$ cat config.mk
export PLATFORM = sky130hd
export DESIGN_NAME = rss_front
export DESIGN_NICKNAME = d
export VERILOG_FILES = /design/src/rtl/core/rss_pkg.sv /design/src/rtl/core/rss_front.sv
export SDC_FILE = /design/constraint.sdc
export NUM_CORES = 1
export LEC_CHECK = 0
export BUFFER_PORTS_ARGS = -buffer_cell sky130_fd_sc_hd__buf_2
export CELL_PAD_IN_SITES_DETAIL_PLACEMENT = 0
export CELL_PAD_IN_SITES_GLOBAL_PLACEMENT = 1
export CORE_AREA = 2 2 39 41
export DETAILED_ROUTE_END_ITERATION = 8
export DIE_AREA = 0 0 41 43
export HOLD_SLACK_MARGIN = 0.08
export PLACE_DENSITY = 0.67
export SLEW_MARGIN = 20
export SYNTH_ARGS = -nofsm -noshare
export SYNTH_HDL_FRONTEND = slang
export SYNTH_SLANG_ARGS = --single-unit
export TNS_END_PERCENT = 20
$ cat constraint.sdc
create_clock -name clk -period 2.05 [get_ports clk]
set_input_delay 0.1025 -clock clk [delete_from_list [all_inputs] [get_ports clk]]
set_output_delay 0.1025 -clock clk [all_outputs]
set_load 0.02 [all_outputs]
$ cat src/rtl/core/rss_pkg.sv
// shared types and sizing constants for the rolling-sum substring search
// no dependencies; every other file refers to this package by scoped names
`default_nettype none

package rss_pkg;

	localparam int unsigned PatternMax   = 16;
	localparam int unsigned PositionBits = 16;
	localparam int unsigned PatLenBits   = $clog2(PatternMax + 1);
	localparam int unsigned WinIdxBits   = $clog2(PatternMax);
	localparam int unsigned SumBits      = 8 + $clog2(PatternMax);
	localparam int unsigned CountBits    = PositionBits + 1;
	localparam int unsigned CmdqDepth    = 4;
	localparam int unsigned CmdqPtrBits  = $clog2(CmdqDepth);
	localparam int unsigned CmdqCntBits  = $clog2(CmdqDepth + 1);

	localparam logic [CountBits-1:0]  PosLimit  = {1'b1, {PositionBits{1'b0}}};
	localparam logic [PatLenBits-1:0] PatMaxLen = PatLenBits'(PatternMax);

	typedef enum logic [0:0] {
		CMD_PATTERN = 1'b0,
		CMD_TEXT    = 1'b1
	} cmd_kind_t;

	typedef struct packed {
		cmd_kind_t  kind;
		logic [7:0] data_byte;
		logic       last;
	} cmd_t;

	typedef struct packed {
		logic                    found;
		logic [PositionBits-1:0] position;
	} result_t;

endpackage

`default_nettype wire

$ cat src/rtl/core/rss_front.sv
// front end: takes input beats, classifies them and holds them in one stage
// until the command queue has room; uses rss_pkg
`default_nettype none

module rss_front (
	input  wire logic          clk,
	input  wire logic          arst_n,
	input  wire logic          push,
	output logic               full,
	input  wire logic          op,
	input  wire logic [7:0]    data_byte,
	input  wire logic          last,
	output logic               q_push,
	input  wire logic          q_full,
	output rss_pkg::cmd_t      q_cmd
);

	logic          valid_s1;
	rss_pkg::cmd_t cmd_s1;
	logic          accept;

	assign q_push = valid_s1 && !q_full;
	assign full   = valid_s1 && q_full;
	assign accept = push && !full;
	assign q_cmd  = cmd_s1;

	always_ff @(posedge clk or negedge arst_n) begin
		if (!arst_n) begin
			valid_s1 <= 1'b0;
		end else if (accept) begin
			valid_s1 <= 1'b1;
		end else if (q_push) begin
			valid_s1 <= 1'b0;
		end
	end

	always_ff @(posedge clk) begin
		if (accept) begin
			cmd_s1.kind      <= op ? rss_pkg::CMD_TEXT : rss_pkg::CMD_PATTERN;
			cmd_s1.data_byte <= data_byte;
			cmd_s1.last      <= last;
		end
	end

endmodule

`default_nettype wire

==> metrics.md <==
| Metric | Value |
|---|---|
| Worst-skew pair later-pin latency | 260 ps |
| Number of synthesis warnings | 0 |
| Cell mode on critical path | dlygate4sd3_1 |
| FF-to-FF End | valid_s1 |
| Root Buffer | clkbuf_4 |
| Die Area | 1760 um2 |
| Internal Power | 0.000374 W |
| Port buffer count | 25 |
| Initial Utilization | 25.9% |
| #FFs+latches synth | 11 |
| WL final | 787 um |
| Largest area contributor in the netlist | edfxtp_1 |
| CP required | 2190 ps |
| Diodes inserted | 0 |
| Logic pwr share | 15.5% |
| Unique cell type count in the Yosys netlist | 6 |
| First-pass GRT wire length | 1100 um |
| Vias per cell | 3.82 |
| Final count of hold timing violations | 0 |
| # H-tree levels | 1 |
| DR iter-0 viols | 0 |
| Sw frac | 21.2% |
| Cell Rows | 14 |
| Post-Layout Inst Area | 667 um2 |
| GPL Wtd Cong | 0.606 |
| Final ANT Viol Nets | 0 |
| Maximum vdd drop | 0.319 mV |
| Power share of the clock group | 29.0% |
| FILL cells | 137 |
| Setup crit end kind | flop |
| Synth top area share | 83.9% |
| Multi-input gate area | 32.5 um2 |
| Hold Path Class | primary input to asynchronous set/reset pin |
| Fin cells | 74 |
| CP max FO | 2 |
| Slew margin rel. | 90.2% |
| Drt first pass iters | 1 |
| Sequential Power Share | 55.6% |
| Post-layout total power | 0.000474 W |
| Via Count | 283 |
| Leakage | 0.294 nW |
| Placeable Area | 1380 um2 |
| CTS Buf Count | 3 |
| Worst path bufs/invs | 3 |
| Outcome | completed |
| RSZ-0062 raised after global routing | no |
| Die height | 43 um |
| Syn avg cell area | 23.9 um2 |
| Fin Setup TNS | 0 ps |
| Critical Path Stages | 4 |
| Grt total ovfl | 0 |
| Synth-to-layout area growth | 86.4% |
| Commonest non-fill, non-tap cell in the layout | buf_2 |
| CP Data Arrival Time | 1470 ps |
| Placed inst area | 510 um2 |
| Fin nets | 73 |
| Register Area | 325 um2 |
| Global Route Usage Sum | 9.70% |
| Period utilization | 65.0% |
| Min Tclk post-route | 1330 ps |
| Reg2reg path depth | 2 |
| P_sw | 0.000100 W |
| Cell total after placement | 57 |
| Synth area leaders | edfxtp_1, dfrtp_1, a21o_2 |
| Max Cap Viol | 0 |
| Initial antenna violation count | 0 |
| CTS tree | yes |
| Most frequent cells in the layout | buf_2, dlygate4sd3_1, edfxtp_1 |
| Reg-to-reg slack, setup | 800 ps |
| Pin count of the biggest net entering global routing | 11 |
| Clk_skew | 2.30 ps |
| Syn nets | 29 |
| Slew @ Worst Pin | 145 ps |
| Die X | 41 um |
| Crit path launch type | primary input |
| DR WL/cell | 10.6 um |
| IO Pins | 26 |
| Critical path class | primary input to flop |
| Delay-heaviest family, CP | buffers and inverters |
| Mapped Cells | 15 |
| Reg2reg start | valid_s1 |
| Setup Fix Bufs, Post-CTS | 0 |
| Clk slew on worst S/H paths | 60 ps |
| Max frequency | 751 MHz |
| Clock Tree Buf Depth | 2 |
| Crit-path slowest cell | dlygate4sd3_1 |
| Layout cell share with drive strength beyond 1 | 55.2% |
| Vias in the first global route | 297 |
| PwrDens | 711 nW/um2 |
| Syn Std Cell Area | 358 um2 |
| Number of clock sinks | 11 |
| Setup-failing EPs final | 0 |
| CP cell instances | dlygate4sd3_1 -> buf_2 -> a21o_2 -> dlygate4sd3_1 |
| Sequential share of the synthesized area | 90.9% |
| Residual DRC count | 0 |
| Slew Viols, Final | 0 |
| CP max stage delay | 550 ps |
## sequential cells by signal, indices dropped and copies added (netlist names)
register  flops
q_cmd        10
valid_s1      1
## layout make-up
type | count | area share, %
timing repair buffer | 39 | 39.4
tap | 16 | 3.00
sequential | 11 | 48.8
multi-input combinational | 4 | 4.88
clock buffer | 4 | 3.94
## stage by stage
stage	util (%)	setup slack [ps]	hold WS, ps
2_1_floorplan	-	490	-193
3_3_place_gp	36.9	1020	-120
3_5_place_dp	36.9	995	-118
4_1_cts	48.2	734	127
5_1_grt	48.2	714	137
6_report	48.2	719	146
## power groups by stage
stage                     Combinational [W]  Clock, W  Sequential (W)
final                             0.0000733  0.000137        0.000263
after global routing              0.0000800  0.000159        0.000264
after CTS                         0.0000740  0.000148        0.000263
after detailed placement          0.0000548         0        0.000268
after global placement            0.0000542         0        0.000268
after floorplan                   0.0000118         0        0.000282
## synth_stat cells
master / count
a21boi_0: 1
a21o_2: 1
and2_2: 1
and2b_2: 1
dfrtp_1: 1
edfxtp_1: 10
## layer usage
metal	routed length [um]	GRT usage (%)	vias to the layer above
met5	0	0	-
met1	356	10.5	115
met2	326	14.7	25
li1	-	-	143
met4	0	6.00	0
met3	104	4.19	0
## what timing repair did
item | in CTS | in global routing
endpoints found under the setup margin | 0 | 0
hold buffers | 13 | 0
hold endpoints to repair | 12 | 0
resized for setup | 0 | 0
## worst max path at each step
stage                          end  startpoint
after CTS                 valid_s1        push
after global routing      valid_s1        push
after detailed placement  q_cmd[9]    valid_s1
final                     valid_s1        push
after floorplan           q_cmd[0]    valid_s1
after global placement    q_cmd[3]    valid_s1
## cell families after synthesis
logic type	share of synthesized area, %
flops	90.9
compound gates	4.55
simple gates	4.55
(Power assumes the default switching activity.)
