==> src/rtl/core/rss_pkg.sv <==
// shared types and sizing constants for the rolling-sum substring search
// no dependencies; every other file refers to this package by scoped names
`default_nettype none

package rss_pkg;

	localparam int unsigned PatternMax   = 16;
	localparam int unsigned PositionBits = 16;
	localparam int unsigned PatLenBits   = $clog2(PatternMax + 1);
	localparam int unsigned WinIdxBits   = $clog2(PatternMax);
	localparam int unsigned SumBits      = 8 + $clog2(PatternMax);
	localparam int unsigned CountBits    = PositionBits + 1;
	localparam int unsigned CmdqDepth    = 4;
	localparam int unsigned CmdqPtrBits  = $clog2(CmdqDepth);
	localparam int unsigned CmdqCntBits  = $clog2(CmdqDepth + 1);

	localparam logic [CountBits-1:0]  PosLimit  = {1'b1, {PositionBits{1'b0}}};
	localparam logic [PatLenBits-1:0] PatMaxLen = PatLenBits'(PatternMax);

	typedef enum logic [0:0] {
		CMD_PATTERN = 1'b0,
		CMD_TEXT    = 1'b1
	} cmd_kind_t;

	typedef struct packed {
		cmd_kind_t  kind;
		logic [7:0] data_byte;
		logic       last;
	} cmd_t;

	typedef struct packed {
		logic                    found;
		logic [PositionBits-1:0] position;
	} result_t;

endpackage

`default_nettype wire

==> src/rtl/core/rss_cmdq.sv <==
// short command queue between the front end and the search engine
// depth from rss_pkg::CmdqDepth; uses rss_pkg
`default_nettype none

module rss_cmdq (
	input  wire logic          clk,
	input  wire logic          arst_n,
	input  wire logic          wr_en,
	input  wire rss_pkg::cmd_t wr_cmd,
	output logic               full,
	input  wire logic          rd_en,
	output rss_pkg::cmd_t      rd_cmd,
	output logic               empty
);

	rss_pkg::cmd_t                      mem_q [rss_pkg::CmdqDepth];
	logic [rss_pkg::CmdqPtrBits-1:0]    wr_ptr_q;
	logic [rss_pkg::CmdqPtrBits-1:0]    rd_ptr_q;
	logic [rss_pkg::CmdqCntBits-1:0]    count_q;
	logic                               do_wr;
	logic                               do_rd;

	assign full   = count_q == rss_pkg::CmdqCntBits'(rss_pkg::CmdqDepth);
	assign empty  = count_q == '0;
	assign do_wr  = wr_en && !full;
	assign do_rd  = rd_en && !empty;
	assign rd_cmd = mem_q[rd_ptr_q];

	always_ff @(posedge clk or negedge arst_n) begin
		if (!arst_n) begin
			wr_ptr_q <= '0;
			rd_ptr_q <= '0;
			count_q  <= '0;
		end else begin
			if (do_wr) begin
				wr_ptr_q <= wr_ptr_q + 1'b1;
			end
			if (do_rd) begin
				rd_ptr_q <= rd_ptr_q + 1'b1;
			end
			unique case ({do_wr, do_rd})
				2'b10:   count_q <= count_q + 1'b1;
				2'b01:   count_q <= count_q - 1'b1;
				default: count_q <= count_q;
			endcase
		end
	end

	always_ff @(posedge clk) begin
		if (do_wr) begin
			mem_q[wr_ptr_q] <= wr_cmd;
		end
	end

endmodule

`default_nettype wire

==> config.mk <==
export PLATFORM = sky130hd
export DESIGN_NAME = rss_cmdq
export DESIGN_NICKNAME = d
export VERILOG_FILES = /design/src/rtl/core/rss_pkg.sv /design/src/rtl/core/rss_cmdq.sv
export SDC_FILE = /design/constraint.sdc
export NUM_CORES = 1
export LEC_CHECK = 0
export BUFFER_PORTS_ARGS = -buffer_cell sky130_fd_sc_hd__buf_2
export CELL_PAD_IN_SITES_DETAIL_PLACEMENT = 0
export CELL_PAD_IN_SITES_GLOBAL_PLACEMENT = 1
export CORE_UTILIZATION = 55
export CTS_BUF_LIST = sky130_fd_sc_hd__clkbuf_8
export DETAILED_ROUTE_END_ITERATION = 12
export PLACE_DENSITY_LB_ADDON = 0.3
export SYNTH_ARGS = -nofsm -noshare
export SYNTH_HDL_FRONTEND = slang
export SYNTH_SLANG_ARGS = --single-unit
==> constraint.sdc <==
create_clock -name clk -period 5.2 [get_ports clk]
set_clock_uncertainty 0.05 [all_clocks]
set_input_delay 0.26 -clock clk [delete_from_list [all_inputs] [get_ports clk]]
set_output_delay 0.26 -clock clk [all_outputs]
set_load 0.03 [all_outputs]
==> impl_metrics.yaml, run 1 <==
cts:
  clk_latency_ps: 290
  clockBufferDepth: 2
  cts_buffers: 5
  ctsHtreeMaxLevel: 2
  clockRootBuffer: "clkbuf_8"
  cts_setup_buffers: 0
  cts_sinks: 47
  tritoncts: "built"
  path_clk_slew_ps: 80
cells_and_area:
  drive_above_1_share: 0.413
  regArea_um2: 1380
  syn2layout_area_growth_pct: 13.9
  multi_input_area_um2: 470
  diodes: 0
  fillCellCount: 228
  num-nets-final: 140
run:
  drv_cap: 0
power:
  ir_drop_mv: 0.293
  powerDensity_nw_per_um2: 579
  p_leak_uw: 0.000803
placed_design:
  dp_slack_ps: 3130
  io_buffer_count: 25
  gp_congestion: 0.792
  place_hpwl_mm: 1.86
synth:
  syn_area_um2: 1890
  yosysUniqueCellTypes: 19
  ys_warn_count: 0
  synth_seq_area_share: 0.730
  avgSynthCellArea_um2: 21.2
  syn_nets: 109
  ys_ff_latch: 47
  synth_cells: 89
floorplan:
  start_util: 0.598
  die_area_um2: 3670
  num_rows: 20
  ios: 26
  fp.coreArea_um2: 3150
  fp.dieH_um: 60.6
  die_x_um: 60.6
sta:
  period_share: 0.423
  slew_headroom: 0.531
  rsz0062_at_grt: "no"
  setup_slack_ps: 3000
  timing_hold_violations_final: 0
  tns_ps: 0
  drv_slew: 0
  finalSetupViolCount: 0
  min_period_ps: 2200
  tightest_slew_ps: 703
  fmax_mhz: 455
critical_path:
  path_class: "reg2out"
  reg2reg_from: "count_q[0]$_DFFE_PN0P_"
  cp-end-kind: "primary output"
  cp_top_family: "flip-flops"
  path_buf_inv: 1
  rrSetupSlack_ps: 3140
  cp_max_fo: 12
  arrival_ps: 1890
  startpoint_type: "flop"
  r2r_cells: 9
  r2r_end: "count_q[2]$_DFFE_PN0P_"
  slowest_delay_ps: 800
  required_ps: 4890
  slowest_stage: "dfrtp_1"
  worstPathCellList: "mux4_2 > buf_2"
detailed_routing:
  wl_per_cell_um: 16.4
  drc: 0
  ant_nets: 0
  drt_iter0_drc: 45
  vias: 870
  firstDrtPassIters: 4
  vias_per_cell: 5.27
  routed_wl_mm: 2.71
hold_path:
  hold_end: "mem_q[0][3]$_DFFE_PP_"
  hold_depth: 1
  hold_class: "in2reg"
  min_from: "wr_cmd[3]"
global_route:
  grt_pass1_vias: 892
  grt_antenna_before_repair: 0
  grt_first_pass_wirelength_mm: 4.16
  grt_max_degree: 16
  gr-total-overflow: 0
  track_usage: 0.179
status:
  outcome: "completed"
==> layer usage <==
layer	wire length [um]	part of all wire	global-route usage	vias up
met5	0	0	0	-
met4	62	0.023	0.0974	0
met3	85	0.031	0.0576	8
met2	1480	0.54	0.290	17
met1	1090	0.40	0.214	443
li1	-	-	-	402
==> layout make-up <==
type / instances / share of cell area
flip-flops and latches: 47 / 0.641
well taps: 44 / 0.0256
clock inverters: 3 / 0.00932
multi-input cells: 34 / 0.219
repair buffers: 26 / 0.0629
inverters: 6 / 0.0105
clock buffers: 5 / 0.0320
==> flip-flops by register name, summed over array words and instances (netlist names) <==
signal,flops
wr_ptr_q,2
count_q,3
rd_ptr_q,2
mem_q,40
==> what timing repair did <==
item | CTS | global route
hold buffers | 1 | 0
gates resized for setup | 0 | 0
hold endpoints to repair | 7 | 0
==> cell usage in the layout (no fill, tap or decap), drive strengths merged, types with 2 or more instances in the layout <==
| master | count |
|---|---|
| ha | 5 |
| clkbuf | 5 |
| dfrtp | 7 |
| and2 | 4 |
| buf | 25 |
| xnor2 | 3 |
| edfxtp | 40 |
| mux4 | 10 |
| xor2 | 3 |
| inv | 6 |
| clkinv | 2 |
==> logic make-up (layout without fill, tap and decap cells) <==
| logic type | after synthesis | count (layout) | share of synthesized area |
|---|---|---|---|
| AOI/OAI and AO/OA | 1 | 1 | 0.00531 |
| and+or+nand+nor | 9 | 9 | 0.0398 |
| adders and majority gates | 6 | 6 | 0.0438 |
| buffers and inverters | 8 | 40 | 0.0206 |
| DFF | 47 | 47 | 0.730 |
| xor gates and xnor gates | 6 | 6 | 0.0279 |
| muxes | 12 | 12 | 0.133 |
==> Yosys cell counts, drive strengths merged <==
cell type | count | area share
and2 | 4 | 0.016
buf | 2 | 0.0086
dfrtp | 7 | 0.093
edfxtp | 40 | 0.64
fa | 1 | 0.011
ha | 5 | 0.033
inv | 6 | 0.012
mux2 | 1 | 0.0080
mux2i | 1 | 0.0053
mux4 | 10 | 0.12
nand2 | 1 | 0.0020
nor2 | 1 | 0.0020
nor2b | 1 | 0.0073
nor3 | 1 | 0.0027
nor3b | 1 | 0.010
o31a | 1 | 0.0053
xnor2 | 3 | 0.014
xor2 | 3 | 0.014
==> how the worst max path moves through the flow <==
stage | from | cells after the start | endpoint
5_1_grt | rd_ptr_q[0]$_DFFE_PN0P_ | 2 | rd_cmd[8]
6_report | rd_ptr_q[0]$_DFFE_PN0P_ | 2 | rd_cmd[8]
3_3_place_gp | count_q[0]$_DFFE_PN0P_ | 9 | count_q[2]$_DFFE_PN0P_
2_1_floorplan | count_q[0]$_DFFE_PN0P_ | 9 | count_q[2]$_DFFE_PN0P_
3_5_place_dp | count_q[0]$_DFFE_PN0P_ | 9 | count_q[2]$_DFFE_PN0P_
4_1_cts | rd_ptr_q[0]$_DFFE_PN0P_ | 2 | rd_cmd[8]
==> power breakdown <==
group / internal (uW) / leakage [uW] / switching, uW
Combinational: 193 / 0.000314 / 251
Clock: 93.6 / 0.0000418 / 114
Sequential: 508 / 0.000448 / 84.8
==> worst reg2reg max path: cells and delay by family (launching register included) <==
kind / cells / cell delay (ps)
adders and majority gates: 2 / 560
and+or+nand+nor: 3 / 480
DFF: 1 / 460
xor gates and xnor gates: 2 / 310
buffers and inverters: 2 / 140
==> per-stage QoR <==
step | util | cells | cell area (um^2) | total power (uW) | hold WS (ps)
after floorplan | - | 89 | 1890 | 939 | -85.6
after global placement | 0.650 | 156 | 2050 | 1030 | 49.3
after detailed placement | 0.650 | 156 | 2050 | 1050 | 55.7
after CTS | 0.681 | 165 | 2150 | 1260 | 117
after global routing | 0.681 | 165 | 2150 | 1320 | 109
final | 0.681 | 165 | 2150 | 1240 | 121
No activity file was read; power rests on OpenSTA's default activity.
==> inputs of run 2 (changes only) <==
--- a/config.mk
+++ b/config.mk
@@ -5,10 +5,11 @@
 export SDC_FILE = /design/constraint.sdc
 export NUM_CORES = 1
 export LEC_CHECK = 0
+export ABC_AREA = 1
 export BUFFER_PORTS_ARGS = -buffer_cell sky130_fd_sc_hd__buf_2
 export CELL_PAD_IN_SITES_DETAIL_PLACEMENT = 0
 export CELL_PAD_IN_SITES_GLOBAL_PLACEMENT = 1
-export CORE_UTILIZATION = 55
+export CORE_UTILIZATION = 47
 export CTS_BUF_LIST = sky130_fd_sc_hd__clkbuf_8
 export DETAILED_ROUTE_END_ITERATION = 12
 export PLACE_DENSITY_LB_ADDON = 0.3
==> constraint.sdc (replaced) <==
create_clock -name clk -period 2.15 [get_ports clk]
set_clock_uncertainty 0.05 [all_clocks]
set_input_delay 0.1075 -clock clk [delete_from_list [all_inputs] [get_ports clk]]
set_output_delay 0.1075 -clock clk [all_outputs]
set_load 0.03 [all_outputs]
==> run 2 against run 1 <==
Compared with the run above:
- first-iteration DRC count rose by 64%
- die area increased by 28%
- worst setup slack got worse by 2800 ps
- critical path type is now reg2reg
- largest power group is now combinational cells
==> impl_metrics.yaml, run 2 <==
status:
  outcome: "completed"
cells_and_area:
  multi_input_area_um2: 502
  drive_above_1_share: 0.195
  top_regs: "mem_q x40, count_q x3"
  largest_register_ffs: 40
  instances_no_fill: 271
  diodes: 0
  final_area_um2: 2490
  layout_commonest_cell: "nand2_1"
  top_register: "mem_q"
  regArea_um2: 1380
  mostFrequentLayoutCells: "nand2_1 (46), edfxtp_1 (40), inv_1 (37), buf_2 (25), o211ai_1 (19)"
  syn2layout_area_growth_pct: 19.8
  num-nets-final: 240
  fillCellCount: 345
cts:
  tritoncts: "built"
  clk_latency_ps: 290
  clockRootBuffer: "clkbuf_8"
  path_clk_slew_ps: 80
  ctsHtreeMaxLevel: 2
  cts_setup_buffers: 0
  cts-resized-gates: 0
  ctsHoldBuffers: 11
  clockBufferDepth: 2
  cts_sinks: 47
  cts_buffers: 5
sta:
  min_period_ps: 1950
  tightest_slew_ps: 624
  period_share: 0.907
  drv_slew: 0
  timing_hold_violations_final: 0
  tns_ps: 0
  fmax_mhz: 513
  slew_headroom: 0.583
  finalSetupViolCount: 0
  rsz0062_at_grt: "no"
synth:
  synth_cells: 178
  synth_edf_count: 40
  synth_area_leader_cell: "edfxtp_1"
  syn_area_um2: 2080
  ys_ff_latch: 47
  synth_top_cell_area_share: 0.577
  yosys-top-cells-area: "edfxtp_1 (58%), dfrtp_1 (8.4%), nand2_1 (8.3%), o211ai_1 (6.9%), inv_1 (6.7%)"
  synth_most_common_cell: "nand2_1"
  yosysUniqueCellTypes: 20
  synth_seq_area_share: 0.661
  yosys-top-cells-count: "nand2_1 (46), edfxtp_1 (40), inv_1 (37), o211ai_1 (19), dfrtp_1 (7)"
  async_flop_share: 0.149
  synth_ff_type: "edfxtp_1"
  syn_nets: 198
  avgSynthCellArea_um2: 11.7
  ys_warn_count: 0
critical_path:
  cp-end-kind: "flop"
  path_class: "reg2reg"
  startpoint_type: "flop"
  required_ps: 2290
  cp_max_fo: 7
  worstPathCellList: "inv_1 > nand3_2 > nand2_4 > ha_1 > inv_1 > fa_1 > nand2_1 > nand3_1 > nand2_1 > nand2_1"
  slowest_delay_ps: 390
  path_common_cell: "nand2_1"
  slowest_stage: "dfrtp_1"
  arrival_ps: 2090
power:
  powerDensity_nw_per_um2: 1400
  seq_power_share: 0.372
  ir_drop_mv: 0.537
  p_leak_uw: 0.00112
  p_switching_uw: 1380
  pwr-share-comb: 0.416
  p_sw_frac: 0.393
  clockPowerShare: 0.212
  p_int_uw: 2120
global_route:
  gr-total-overflow: 0
  grt_antenna_before_repair: 0
  grt_first_pass_wirelength_mm: 5.51
  grt_pass1_vias: 1273
  grt_max_degree: 42
  track_usage: 0.172
placed_design:
  place_area_um2: 2250
  place_hpwl_mm: 2.32
  io_buffer_count: 25
  gp_congestion: 0.797
  dp_cells: 252
floorplan:
  die_area_um2: 4700
  fp.coreArea_um2: 4120
  num_rows: 23
  fp.dieH_um: 68.5
  die_x_um: 68.5
  start_util: 0.506
  ios: 26
detailed_routing:
  ant_nets: 0
  vias_per_cell: 4.91
  routed_wl_mm: 3.48
  vias: 1330
  firstDrtPassIters: 4
  drc: 0
  drt_iter0_drc: 74
  wl_per_cell_um: 12.8
hold_path:
  hold_class: "in2reg"
run:
  drv_cap: 0
[run 2: layout make-up]
cell class,instances,area share
Sequential cell,47,0.552
Multi-Input combinational cell,87,0.201
Timing Repair Buffer,41,0.109
Inverter,38,0.0572
Clock buffer,5,0.0276
Clock inverter,3,0.0271
Tap cell,50,0.0251
[run 2: metal layers]
metal,global-route usage,share of wire
met1,0.181,0.42
met2,0.311,0.53
met3,0.0477,0.036
met4,0.0885,0.021
met5,0,0
[run 2: path summary, 6_finish.rpt]
| check | slack [ps] | cells after the start | from | end |
|---|---|---|---|---|
| worst min-delay path | 30 | 3 | rd_en | rd_ptr_q[0]$_DFFE_PN0P_ |
| worst min register to register | 430 | 1 | count_q[0]$_DFFE_PN0P_ | count_q[0]$_DFFE_PN0P_ |
| max in group asynchronous | 1760 | 2 | arst_n | rd_ptr_q[1]$_DFFE_PN0P_ |
| min in group asynchronous | 130 | 2 | arst_n | rd_ptr_q[0]$_DFFE_PN0P_ |
| worst max-delay path | 200 | 10 | count_q[0]$_DFFE_PN0P_ | count_q[2]$_DFFE_PN0P_ |
| worst max register to register | 200 | 10 | count_q[0]$_DFFE_PN0P_ | count_q[2]$_DFFE_PN0P_ |
[run 2: power by group through the flow]
| stage | Sequential, uW | Clock, uW | Combinational, uW |
|---|---|---|---|
| floorplan | 1310 | 0 | 1140 |
| global placement | 1310 | 0 | 1400 |
| detailed placement | 1320 | 0 | 1460 |
| CTS | 1300 | 753 | 1480 |
| global route | 1320 | 791 | 1650 |
| finish | 1300 | 742 | 1460 |
[run 2: kinds of logic after synthesis]
group                    share of synthesized area
adder cells (fa/ha/maj)                     0.0397
XOR/XNOR                                   0.00421
flip-flops                                   0.661
buffers and inverters                       0.0974
AO/OA/AOI/OAI                               0.0770
AND/OR/NAND/NOR                              0.120
[run 2: stage by stage]
stage / hold slack [ps] / setup WS (ps) / utilization / total power [uW]
floorplan: -238 / 436 / - / 2450
global placement: -101 / 384 / 0.546 / 2710
detailed placement: -101 / 247 / 0.546 / 2780
CTS: 34.0 / 193 / 0.606 / 3540
global route: 48.7 / 72.1 / 0.606 / 3760
finish: 33.2 / 199 / 0.606 / 3500
[run 2: critical path, delay by kind of cell (launching register included)]
kind / cells / cell delay [ps]
simple gates: 6 / 580
flops: 1 / 390
fa+ha+maj: 2 / 590
buf+inv: 2 / 240
